**config.mk**
```make
export PLATFORM = sky130hd
export DESIGN_NAME = pcm_diff_peak_average
export DESIGN_NICKNAME = d
export VERILOG_FILES = /design/src/rtl/core/pcmdpa_pkg.sv /design/src/rtl/core/pcmdpa_alu.sv /design/src/rtl/core/pcmdpa_store.sv /design/src/rtl/core/pcm_diff_peak_average.sv
export VERILOG_INCLUDE_DIRS = /design/src /design/src/rtl/core
export SDC_FILE = /design/constraint.sdc
export NUM_CORES = 2
export LEC_CHECK = 0
export BUFFER_PORTS_ARGS = -buffer_cell sky130_fd_sc_hd__buf_2
export CAP_MARGIN = 20
export CORE_MARGIN = 5
export CORE_UTILIZATION = 59
export DETAILED_ROUTE_END_ITERATION = 8
export PLACE_DENSITY_LB_ADDON = 0.2
export SYNTH_ARGS = -nofsm -noshare
export SYNTH_HDL_FRONTEND = slang
export SYNTH_SLANG_ARGS = --single-unit
```
**constraint.sdc**
```tcl
create_clock -name clk -period 20.6 [get_ports clk]
set_clock_uncertainty 0.05 [all_clocks]
set_input_delay 2.06 -clock clk [delete_from_list [all_inputs] [get_ports clk]]
set_output_delay 2.06 -clock clk [all_outputs]
set_load 0.005 [all_outputs]
```
**src/rtl/core/pcm_diff_peak_average_assert.svh**
```systemverilog
// Assertion macros for the PCM difference, peak and mean block
`ifndef PCM_DIFF_PEAK_AVERAGE_ASSERT_SVH
`define PCM_DIFF_PEAK_AVERAGE_ASSERT_SVH

`ifndef SYNTHESIS

`define PCM_ASSERT_IMP(lbl, clk_s, rst_n_s, ante, cons) \
	lbl: assert property (@(posedge clk_s) disable iff (!rst_n_s) (ante) |-> (cons)) \
		else $error("implication check failed");

`define PCM_ASSERT_NXT(lbl, clk_s, rst_n_s, ante, cons) \
	lbl: assert property (@(posedge clk_s) disable iff (!rst_n_s) (ante) |=> (cons)) \
		else $error("next-cycle check failed");

`else

`define PCM_ASSERT_IMP(lbl, clk_s, rst_n_s, ante, cons)
`define PCM_ASSERT_NXT(lbl, clk_s, rst_n_s, ante, cons)

`endif

`endif

```
**src/rtl/core/pcmdpa_pkg.sv**
```systemverilog
// Shared widths, codes, types and helpers of the PCM difference, peak and mean block
package pcmdpa_pkg;

	localparam int unsigned MAX_CHANNELS_DEF = 8;

	localparam int unsigned CH_W    = 3;
	localparam int unsigned SMP_W   = 32;
	localparam int unsigned DIFF_W  = 33;
	localparam int unsigned PEAK_W  = 33;
	localparam int unsigned FRAME_W = 32;
	localparam int unsigned AVG_W   = 49;
	localparam int unsigned NUM_W   = 50;
	localparam int unsigned REM_W   = 33;
	localparam int unsigned ALU_W   = 51;
	localparam int unsigned CNT_W   = 4;
	localparam int unsigned SIZE_W  = 3;
	localparam int unsigned FRAC_SH = 16;

	localparam int unsigned DIV_STEPS = NUM_W;
	localparam int unsigned STEP_W    = $clog2(DIV_STEPS);

	localparam int unsigned IN_W  = 72;
	localparam int unsigned OUT_W = 152;

	localparam int unsigned CFG_IDX_W  = 2;
	localparam int unsigned CFG_DATA_W = CNT_W;

	localparam logic [CFG_IDX_W-1:0] REG_CHANNEL_COUNT = 2'd0;
	localparam logic [CFG_IDX_W-1:0] REG_SIZE_A        = 2'd1;
	localparam logic [CFG_IDX_W-1:0] REG_SIZE_B        = 2'd2;

	localparam logic [CNT_W-1:0]  CHANNEL_COUNT_RST = 4'd1;
	localparam logic [SIZE_W-1:0] SIZE_RST          = 3'd2;

	typedef enum logic [1:0] {
		ALU_ADD  = 2'd0,
		ALU_SUB  = 2'd1,
		ALU_SUBB = 2'd2
	} alu_op_t;

	typedef struct packed {
		logic               en;
		logic               peak_en;
		logic               frame_adv;
		logic [CH_W-1:0]    idx;
		logic [PEAK_W-1:0]  peak;
		logic [FRAME_W-1:0] frame;
		logic [AVG_W-1:0]   avg;
	} store_wr_t;

	function automatic logic [SMP_W-1:0] normalize(input logic [SMP_W-1:0] raw,
			input logic [SIZE_W-1:0] size);
		logic [SMP_W-1:0] v;
		case (size) inside
			3'd0, 3'd1: v = {raw[7:0], 24'd0};
			3'd2:       v = {raw[15:0], 16'd0};
			3'd3:       v = {raw[23:0], 8'd0};
			default:    v = raw;
		endcase
		return v;
	endfunction

endpackage

```
**src/rtl/core/pcmdpa_alu.sv**
```systemverilog
// Shared add and subtract unit used by every arithmetic step of the sequencer
module pcmdpa_alu (
	input  pcmdpa_pkg::alu_op_t                op,
	input  logic [pcmdpa_pkg::ALU_W-1:0]       a,
	input  logic [pcmdpa_pkg::ALU_W-1:0]       b,
	output logic [pcmdpa_pkg::ALU_W-1:0]       res
);

	logic [pcmdpa_pkg::ALU_W-1:0] b_eff;
	logic                         cin;

	always_comb begin
		unique case (op)
			pcmdpa_pkg::ALU_ADD: begin
				b_eff = b;
				cin   = 1'b0;
			end
			pcmdpa_pkg::ALU_SUB: begin
				b_eff = ~b;
				cin   = 1'b1;
			end
			pcmdpa_pkg::ALU_SUBB: begin
				b_eff = ~b;
				cin   = 1'b0;
			end
			default: begin
				b_eff = b;
				cin   = 1'b0;
			end
		endcase
	end

	assign res = a + b_eff + pcmdpa_pkg::ALU_W'(cin);

endmodule

```
**src/rtl/core/pcmdpa_store.sv**
```systemverilog
// Per-channel peak, peak frame and mean stores with the saturating frame counter
module pcmdpa_store #(
	parameter int unsigned STORE_DEPTH = pcmdpa_pkg::MAX_CHANNELS_DEF
) (
	input  logic                                clk,
	input  logic                                arst_n,
	input  pcmdpa_pkg::store_wr_t               wr,
	input  logic [pcmdpa_pkg::CH_W-1:0]         rd_idx,
	output logic [pcmdpa_pkg::PEAK_W-1:0]       rd_peak,
	output logic [pcmdpa_pkg::FRAME_W-1:0]      rd_frame,
	output logic [pcmdpa_pkg::AVG_W-1:0]        rd_avg,
	output logic [pcmdpa_pkg::FRAME_W-1:0]      frame_count
);

	localparam int unsigned IW = (STORE_DEPTH > 1) ? $clog2(STORE_DEPTH) : 1;

	logic [pcmdpa_pkg::PEAK_W-1:0]  peak_q  [STORE_DEPTH];
	logic [pcmdpa_pkg::FRAME_W-1:0] pframe_q[STORE_DEPTH];
	logic [pcmdpa_pkg::AVG_W-1:0]   avg_q   [STORE_DEPTH];
	logic [pcmdpa_pkg::FRAME_W-1:0] frame_q;

	logic [IW-1:0] wr_i;
	logic [IW-1:0] rd_i;

	assign wr_i = wr.idx[IW-1:0];
	assign rd_i = rd_idx[IW-1:0];

	always_ff @(posedge clk or negedge arst_n) begin
		if (!arst_n) begin
			for (int i = 0; i < STORE_DEPTH; i++) begin
				peak_q[i]   <= '0;
				pframe_q[i] <= '0;
				avg_q[i]    <= '0;
			end
			frame_q <= '0;
		end else begin
			if (wr.en) begin
				avg_q[wr_i] <= wr.avg;
				if (wr.peak_en) begin
					peak_q[wr_i]   <= wr.peak;
					pframe_q[wr_i] <= wr.frame;
				end
			end
			if (wr.frame_adv && (frame_q != '1)) begin
				frame_q <= frame_q + 1'b1;
			end
		end
	end

	assign rd_peak     = peak_q[rd_i];
	assign rd_frame    = pframe_q[rd_i];
	assign rd_avg      = avg_q[rd_i];
	assign frame_count = frame_q;

endmodule

```
**src/rtl/core/pcm_diff_peak_average.sv**
```systemverilog
// Top level: stream ports, configuration registers and the step sequencer
// Usage:
// Slave channel s_* takes one sample pair per beat (channel, sample_a, sample_b).
// Master channel m_* gives one result per input beat: the normalised difference,
// the channel's peak |difference|, its frame and the running mean.
// Configuration (channel_count, size_a, size_b) is written through cfg_wr_en,
// cfg_index and cfg_data while no beat is in flight.
// s_tready returns in the cycle after the result is loaded; a new pair is not
// taken until the result of the last one is loaded into the output register.
// Each pass runs the 50-step restoring division of the mean update, one quotient
// bit a cycle on the single shared 51-bit adder, plus six set-up and wrap-up
// steps on the same adder and one output step.
// A finished result waits in the output register; while that register is full and
// m_tready is low, the sequencer holds the next result in its last step.
// Reset clears all channel stores, the frame counter and the output valid, and
// loads channel_count = 1, size_a = size_b = 2.
`include "pcm_diff_peak_average_assert.svh"

module pcm_diff_peak_average #(
	parameter int unsigned MAX_CHANNELS = pcmdpa_pkg::MAX_CHANNELS_DEF
) (
	input  logic                                  clk,
	input  logic                                  arst_n,
	input  logic                                  s_tvalid,
	output logic                                  s_tready,
	// channel [2:0], sample_a [34:3], sample_b [66:35], zero fill above
	input  logic [pcmdpa_pkg::IN_W-1:0]           s_tdata,
	output logic                                  m_tvalid,
	input  logic                                  m_tready,
	// diff_sample [32:0], peak_now [65:33], peak_frame_now [97:66],
	// average_now [146:98], zero fill above
	output logic [pcmdpa_pkg::OUT_W-1:0]          m_tdata,
	input  logic                                  cfg_wr_en,
	input  logic [pcmdpa_pkg::CFG_IDX_W-1:0]      cfg_index,
	input  logic [pcmdpa_pkg::CFG_DATA_W-1:0]     cfg_data
);

	localparam int unsigned STORE_DEPTH = (MAX_CHANNELS < 8) ? MAX_CHANNELS : 8;
	localparam int unsigned CEW = $clog2(MAX_CHANNELS + 1);
	localparam int unsigned AW  = pcmdpa_pkg::ALU_W;

	typedef enum logic [8:0] {
		S_IDLE = 9'b000000001,
		S_DIFF = 9'b000000010,
		S_MAG  = 9'b000000100,
		S_PEAK = 9'b000001000,
		S_XSUB = 9'b000010000,
		S_NUM  = 9'b000100000,
		S_DIV  = 9'b001000000,
		S_FIN  = 9'b010000000,
		S_OUT  = 9'b100000000
	} state_t;

	state_t state_q;

	logic [pcmdpa_pkg::CNT_W-1:0]   channel_count_q;
	logic [pcmdpa_pkg::SIZE_W-1:0]  size_a_q;
	logic [pcmdpa_pkg::SIZE_W-1:0]  size_b_q;

	logic [pcmdpa_pkg::CH_W-1:0]    ch_q;
	logic [pcmdpa_pkg::SMP_W-1:0]   na_q;
	logic [pcmdpa_pkg::SMP_W-1:0]   nb_q;
	logic [pcmdpa_pkg::DIFF_W-1:0]  d_q;
	logic [pcmdpa_pkg::PEAK_W-1:0]  mag_q;
	logic [pcmdpa_pkg::PEAK_W-1:0]  peak_rd_q;
	logic [pcmdpa_pkg::FRAME_W-1:0] pframe_rd_q;
	logic [pcmdpa_pkg::AVG_W-1:0]   avg_rd_q;
	logic                           gt_q;
	logic                           ge_q;
	logic [AW-1:0]                  t_q;
	logic [pcmdpa_pkg::NUM_W-1:0]   num_q;
	logic [pcmdpa_pkg::REM_W-1:0]   rem_q;
	logic [pcmdpa_pkg::STEP_W-1:0]  step_q;
	logic [pcmdpa_pkg::AVG_W-1:0]   avg_new_q;

	logic                           m_tvalid_q;
	logic [pcmdpa_pkg::OUT_W-1:0]   m_tdata_q;

	pcmdpa_pkg::alu_op_t            alu_op;
	logic [AW-1:0]                  alu_a;
	logic [AW-1:0]                  alu_b;
	logic [AW-1:0]                  alu_res;

	pcmdpa_pkg::store_wr_t          st_wr;
	logic [pcmdpa_pkg::PEAK_W-1:0]  st_peak;
	logic [pcmdpa_pkg::FRAME_W-1:0] st_frame;
	logic [pcmdpa_pkg::AVG_W-1:0]   st_avg;
	logic [pcmdpa_pkg::FRAME_W-1:0] frame_count;

	logic [pcmdpa_pkg::REM_W:0]     div_sh;
	logic [pcmdpa_pkg::AVG_W-1:0]   x_val;
	logic [CEW-1:0]                 cnt_eff;
	logic                           ch_ok;
	logic                           last_ch;
	logic                           out_free;
	logic                           out_load;
	logic                           s_acc;
	logic                           div_last;

	logic [pcmdpa_pkg::PEAK_W-1:0]  res_peak;
	logic [pcmdpa_pkg::FRAME_W-1:0] res_frame;
	logic [pcmdpa_pkg::AVG_W-1:0]   res_avg;

	assign s_tready = (state_q == S_IDLE);
	assign s_acc    = s_tvalid && s_tready;
	assign out_free = !m_tvalid_q || m_tready;
	assign out_load = (state_q == S_OUT) && out_free;
	assign div_last = (state_q == S_DIV)
		&& (step_q == pcmdpa_pkg::STEP_W'(pcmdpa_pkg::DIV_STEPS - 1));

	assign div_sh = {rem_q, num_q[pcmdpa_pkg::NUM_W-1]};
	assign x_val  = {mag_q, pcmdpa_pkg::FRAC_SH'(0)};

	always_comb begin
		if (channel_count_q == '0) begin
			cnt_eff = CEW'(1);
		end else if (32'(channel_count_q) > MAX_CHANNELS) begin
			cnt_eff = CEW'(MAX_CHANNELS);
		end else begin
			cnt_eff = CEW'(channel_count_q);
		end
	end

	assign ch_ok   = (32'(ch_q) < MAX_CHANNELS);
	assign last_ch = ((8'(ch_q) + 8'd1) == 8'(cnt_eff));

	// operand selection for the shared adder
	always_comb begin
		alu_op = pcmdpa_pkg::ALU_ADD;
		alu_a  = '0;
		alu_b  = '0;
		unique case (state_q)
			S_DIFF: begin
				alu_op = pcmdpa_pkg::ALU_SUB;
				alu_a  = {{(AW-pcmdpa_pkg::SMP_W){na_q[pcmdpa_pkg::SMP_W-1]}}, na_q};
				alu_b  = {{(AW-pcmdpa_pkg::SMP_W){nb_q[pcmdpa_pkg::SMP_W-1]}}, nb_q};
			end
			S_MAG: begin
				alu_op = pcmdpa_pkg::ALU_SUB;
				alu_b  = {{(AW-pcmdpa_pkg::DIFF_W){d_q[pcmdpa_pkg::DIFF_W-1]}}, d_q};
			end
			S_PEAK: begin
				alu_op = pcmdpa_pkg::ALU_SUB;
				alu_a  = AW'(peak_rd_q);
				alu_b  = AW'(mag_q);
			end
			S_XSUB: begin
				alu_op = pcmdpa_pkg::ALU_SUB;
				alu_a  = AW'(x_val);
				alu_b  = AW'(avg_rd_q);
			end
			S_NUM: begin
				if (ge_q) begin
					alu_op = pcmdpa_pkg::ALU_ADD;
					alu_a  = t_q;
				end else begin
					alu_op = pcmdpa_pkg::ALU_SUB;
					alu_a  = AW'(frame_count);
					alu_b  = t_q;
				end
			end
			S_DIV: begin
				alu_op = pcmdpa_pkg::ALU_SUBB;
				alu_a  = AW'(div_sh);
				alu_b  = AW'(frame_count);
			end
			S_FIN: begin
				alu_op = ge_q ? pcmdpa_pkg::ALU_ADD : pcmdpa_pkg::ALU_SUB;
				alu_a  = AW'(avg_rd_q);
				alu_b  = AW'(num_q);
			end
			default: begin
				alu_op = pcmdpa_pkg::ALU_ADD;
			end
		endcase
	end

	pcmdpa_alu u_alu (
		.op  (alu_op),
		.a   (alu_a),
		.b   (alu_b),
		.res (alu_res)
	);

	always_comb begin
		res_peak  = gt_q ? mag_q : peak_rd_q;
		res_frame = gt_q ? frame_count : pframe_rd_q;
		res_avg   = avg_new_q;
		if (!ch_ok) begin
			res_peak  = '0;
			res_frame = '0;
			res_avg   = '0;
		end
	end

	always_comb begin
		st_wr.en        = out_load && ch_ok;
		st_wr.peak_en   = gt_q;
		st_wr.frame_adv = out_load && ch_ok && last_ch;
		st_wr.idx       = ch_q;
		st_wr.peak      = mag_q;
		st_wr.frame     = frame_count;
		st_wr.avg       = avg_new_q;
	end

	pcmdpa_store #(
		.STORE_DEPTH (STORE_DEPTH)
	) u_store (
		.clk         (clk),
		.arst_n      (arst_n),
		.wr          (st_wr),
		.rd_idx      (ch_q),
		.rd_peak     (st_peak),
		.rd_frame    (st_frame),
		.rd_avg      (st_avg),
		.frame_count (frame_count)
	);

	always_ff @(posedge clk or negedge arst_n) begin
		if (!arst_n) begin
			channel_count_q <= pcmdpa_pkg::CHANNEL_COUNT_RST;
			size_a_q        <= pcmdpa_pkg::SIZE_RST;
			size_b_q        <= pcmdpa_pkg::SIZE_RST;
		end else if (cfg_wr_en) begin
			unique case (cfg_index)
				pcmdpa_pkg::REG_CHANNEL_COUNT: channel_count_q <= cfg_data;
				pcmdpa_pkg::REG_SIZE_A:        size_a_q <= cfg_data[pcmdpa_pkg::SIZE_W-1:0];
				pcmdpa_pkg::REG_SIZE_B:        size_b_q <= cfg_data[pcmdpa_pkg::SIZE_W-1:0];
				default: begin
				end
			endcase
		end
	end

	always_ff @(posedge clk or negedge arst_n) begin
		if (!arst_n) begin
			state_q <= S_IDLE;
			step_q  <= '0;
		end else begin
			unique case (state_q)
				S_IDLE: if (s_acc) state_q <= S_DIFF;
				S_DIFF: state_q <= S_MAG;
				S_MAG:  state_q <= S_PEAK;
				S_PEAK: state_q <= S_XSUB;
				S_XSUB: state_q <= S_NUM;
				S_NUM: begin
					step_q  <= '0;
					state_q <= S_DIV;
				end
				S_DIV: begin
					step_q <= step_q + 1'b1;
					if (div_last) begin
						state_q <= S_FIN;
					end
				end
				S_FIN:  state_q <= S_OUT;
				S_OUT:  if (out_free) state_q <= S_IDLE;
				default: state_q <= S_IDLE;
			endcase
		end
	end

	always_ff @(posedge clk) begin
		unique case (state_q)
			S_IDLE: begin
				if (s_acc) begin
					ch_q <= s_tdata[2:0];
					na_q <= pcmdpa_pkg::normalize(s_tdata[34:3], size_a_q);
					nb_q <= pcmdpa_pkg::normalize(s_tdata[66:35], size_b_q);
				end
			end
			S_DIFF: begin
				d_q         <= alu_res[pcmdpa_pkg::DIFF_W-1:0];
				peak_rd_q   <= st_peak;
				pframe_rd_q <= st_frame;
				avg_rd_q    <= st_avg;
			end
			S_MAG: begin
				mag_q <= d_q[pcmdpa_pkg::DIFF_W-1] ? alu_res[pcmdpa_pkg::PEAK_W-1:0] : d_q;
			end
			S_PEAK: gt_q <= alu_res[AW-1];
			S_XSUB: begin
				t_q  <= alu_res;
				ge_q <= !alu_res[AW-1];
			end
			S_NUM: begin
				num_q <= alu_res[pcmdpa_pkg::NUM_W-1:0];
				rem_q <= '0;
			end
			S_DIV: begin
				if (!alu_res[AW-1]) begin
					rem_q <= alu_res[pcmdpa_pkg::REM_W-1:0];
					num_q <= {num_q[pcmdpa_pkg::NUM_W-2:0], 1'b1};
				end else begin
					rem_q <= div_sh[pcmdpa_pkg::REM_W-1:0];
					num_q <= {num_q[pcmdpa_pkg::NUM_W-2:0], 1'b0};
				end
			end
			S_FIN: avg_new_q <= alu_res[pcmdpa_pkg::AVG_W-1:0];
			default: begin
			end
		endcase
	end

	always_ff @(posedge clk or negedge arst_n) begin
		if (!arst_n) begin
			m_tvalid_q <= 1'b0;
		end else if (out_load) begin
			m_tvalid_q <= 1'b1;
		end else if (m_tready) begin
			m_tvalid_q <= 1'b0;
		end
	end

	always_ff @(posedge clk) begin
		if (out_load) begin
			m_tdata_q <= {5'd0, res_avg, res_frame, res_peak, d_q};
		end
	end

	assign m_tvalid = m_tvalid_q;
	assign m_tdata  = m_tdata_q;

	`PCM_ASSERT_NXT(a_accept_starts, clk, arst_n, s_acc, state_q == S_DIFF)
	`PCM_ASSERT_NXT(a_div_ends, clk, arst_n, div_last, state_q == S_FIN)
	`PCM_ASSERT_IMP(a_rem_below_den, clk, arst_n, state_q == S_DIV, rem_q <= {1'b0, frame_count})
	`PCM_ASSERT_NXT(a_load_shows, clk, arst_n, out_load, m_tvalid && (state_q == S_IDLE))
	`PCM_ASSERT_NXT(a_frame_monotone, clk, arst_n, 1'b1, frame_count >= $past(frame_count))

endmodule
```
==> summary.txt <==
status -> finished, violations left
failing checks -> DRC
main combinational cell family by area after synthesis -> multiplexers
startpoint types -> flop
H-Tree Depth -> 4
Yosys top cell area share -> 0.352
Final GP Congestion -> 0.977
WP data arrival -> 9.03 ns
count of cell types in the netlist -> 76
Yosys warnings -> 0
Final Hold Fails -> 0
max incr delay on CP -> 1.09 ns
RSZ-0062 raised after global routing -> false
Avg Vias per Cell -> 6.80
fmax -> 0.116 GHz
part of the Yosys area used for sequential elements -> 0.607
Worst Max-Slew Pin Slew -> 1.16 ns
Num Clock Sinks -> 1549
Detailed Routing Iterations Pass 1 -> 9
TritonCTS Buffers -> 157
max cap viols -> 0
Reg clk slew, reported paths -> 0.06 ns
multi-input logic area -> 25400 um^2
hpwl dp -> 126000 um
detailed-route wire length -> 207000 um
row cnt -> 125
Post-Synth Simple-Gate Area -> 0.0543
PortBufs -> 226
crit-path cells -> or4_1 > nor2_1 > nand2_1 > nor3b_2 > buf_4 > clkinv_2 > ha_4 > xor2_1 > fa_1 > fa_1 > nor2b_1 > o2111ai_1 > a311oi_1 > o21ba_2 > or2_2 > o21ai_0 > a2111oi_4 > buf_4 > mux2i_1 > nor2_1
First DRT Iteration DRCs -> 6103
total gr overflow -> 0
setup bufs post-CTS -> 0
initial antenna violation count -> 11
mapped cell area -> 68600 um^2
number of flops mapped to enable cells by yosys -> 579
clock root cell -> clkbuf_16
# setup viols final -> 0
IO Count -> 237
Worst EP required -> 21.02 ns
Min-Delay Path Class -> reg2reg
mux share of post-synthesis cell area -> 0.186
Total GRT Usage -> 0.334
synth top area cells -> dfrtp_1, edfxtp_1, mux2_2, a22oi_1, clkbuf_1
asr flop ratio synth -> 0.626
share of layout cells above drive strength 1 -> 0.299
Post-Synth Adder-Cell Area -> 0.0104
Final nets -> 5240
Clk Latency, worst-skew pair -> 0.79 ns
minimum clock period -> 8.61 ns
Die Height -> 351 um
#FFs+latches synth -> 1549
Synth Area in XOR/XNOR -> 0.0172
power per cell area -> 97.8 nW/um^2
die width -> 351 um
final setup TNS -> 0 ns
total power -> 7.47 mW
element type at the critical path end -> flop
most frequent cells in the layout -> dfrtp_1, mux2_2, edfxtp_1
most common cell after layout, fill and taps aside -> dfrtp_1
Fillers -> 8407
Clock Tree Buf Depth -> 3
via count -> 46000
Post-Syn Area per Cell -> 13.6 um^2
period utilization -> 0.418
Syn-to-layout area delta -> 11.3%
Post-route DRC -> 3
CTS tree -> built
Critical Path Slowest Stage Cell -> ha_4
dominant cell type by area after synthesis -> dfrtp_1
CP Class -> reg2reg
vias in the first global route -> 45500
largest net degree at the start of global routing -> 172
Initial Utilization -> 0.592
Max-slew headroom -> 0.227
Die ar. -> 123000 um^2
predominant post-synthesis flop cell -> dfrtp_1
first-pass GRT wire length -> 305000 um
leakage -> 33.6 nW
core area -> 116000 um^2
Post-DRT Antenna Nets -> 0
Compound-Gate Fraction of Synth Area -> 0.0996
Post-Synthesis Cells -> 5053
Max Slew Vio Count -> 0
post-cts repair resize count -> 0
Avg WL per Cell -> 30.6 um
hold buffer count at CTS -> 0
crit-path max FO -> 51
storage element area -> 41700 um^2
VDD IR max -> 0.000107 V
==> logic make-up after synthesis <==
kind of cell | after synthesis
DFF | 1549
muxes | 1132
AOI/OAI and AO/OA | 959
and+or+nand+nor | 774
buffers and inverters | 448
xor gates and xnor gates | 134
adders and majority gates | 56
other | 1
==> flip-flops by register name, summed over array words and instances, names as in the netlist, 4 cells and up <==
| signal | flops |
|---|---|
| avg_rd_q | 49 |
| d_q | 33 |
| t_q | 51 |
| u_store.frame_count | 32 |
| peak_rd_q | 33 |
| state_q | 9 |
| u_store.avg_q | 392 |
| u_store.pframe_q | 256 |
| rem_q | 33 |
| m_tdata | 147 |
| pframe_rd_q | 32 |
| na_q | 32 |
| avg_new_q | 49 |
| u_store.peak_q | 264 |
| channel_count_q | 4 |
| nb_q | 32 |
| step_q | 6 |
| num_q | 50 |
| mag_q | 33 |
==> worst paths after layout <==
path | slack [ns] | start | cells past startpoint | to
worst max-delay path | 11.99 | state_q[2] | 20 | rem_q[19]
worst min-delay path | 0.44 | d_q[6] | 0 | m_tdata[6]
worst max register to register | 11.99 | state_q[2] | 20 | rem_q[19]
worst min register to register | 0.44 | d_q[6] | 0 | m_tdata[6]
max in group asynchronous | 16.00 | arst_n | 4 | u_store.peak_q[250]
min in group asynchronous | 1.34 | arst_n | 1 | u_store.avg_q[88]
==> power breakdown <==
group | switching (mW) | internal [mW]
clock network | 1.23 | 1.70
registers | 0.109 | 3.39
logic | 0.748 | 0.297
total | 2.09 | 5.38
==> metal layers <==
metal,vias up,GRT usage,share of wire
met5,-,0,0.000053
met4,2,0.146,0.047
met3,418,0.0741,0.10
met2,2525,0.496,0.44
met1,23900,0.480,0.41
li1,19200,-,-
==> metrics by stage <==
stage	hold WS (ns)	cell area, um^2	worst slack [ns]	instances	utilization
floorplan	0.397	68600	11.26	5057	-
global placement	0.414	71000	12.25	6464	0.612
detailed placement	0.418	71000	12.16	6465	0.612
CTS	0.433	76300	12.12	6760	0.658
global route	0.451	76300	11.80	6761	0.659
finish	0.436	76300	11.99	6764	0.659
==> cells in the mapped netlist, drive strengths merged, types with 4 or more instances <==
| cell type | number |
|---|---|
| a31oi | 8 |
| a221o | 17 |
| a221oi | 21 |
| o21ai | 142 |
| a21o | 24 |
| and3 | 10 |
| nor2b | 10 |
| ha | 54 |
| nor4 | 11 |
| nand3 | 91 |
| clkbuf | 349 |
| nor2 | 118 |
| a22o | 11 |
| o21a | 8 |
| mux2i | 104 |
| a211oi | 19 |
| and2 | 37 |
| nand4 | 121 |
| a222oi | 42 |
| nor3 | 15 |
| mux4 | 11 |
| nand2 | 307 |
| nor3b | 11 |
| inv | 29 |
| xor2 | 34 |
| buf | 70 |
| nand2b | 19 |
| edfxtp | 579 |
| or4 | 5 |
| mux2 | 1017 |
| xnor2 | 100 |
| dfrtp | 966 |
| a21oi | 96 |
| dfstp | 4 |
| o21bai | 8 |
| and4 | 4 |
| a22oi | 536 |
==> worst max-delay path: cells and delay by family (launching register included) <==
kind | cells | cell delay, ns
buf+inv | 3 | 1.73
mux | 1 | 0.33
simple gates | 7 | 1.56
flops | 1 | 0.44
xor+xnor | 1 | 0.20
compound gates | 5 | 1.76
fa+ha+maj | 3 | 2.09
==> area by class of cell <==
cell class                 count  area share
antenna                        3   0.0000983
clock buffer                 218      0.0602
clock inverter                77     0.00980
inverter                      29     0.00156
multi-input combinational   3060       0.333
sequential                  1549       0.546
tap                         1524      0.0250
timing repair buffer         304      0.0247
(Power assumes the default switching activity.)
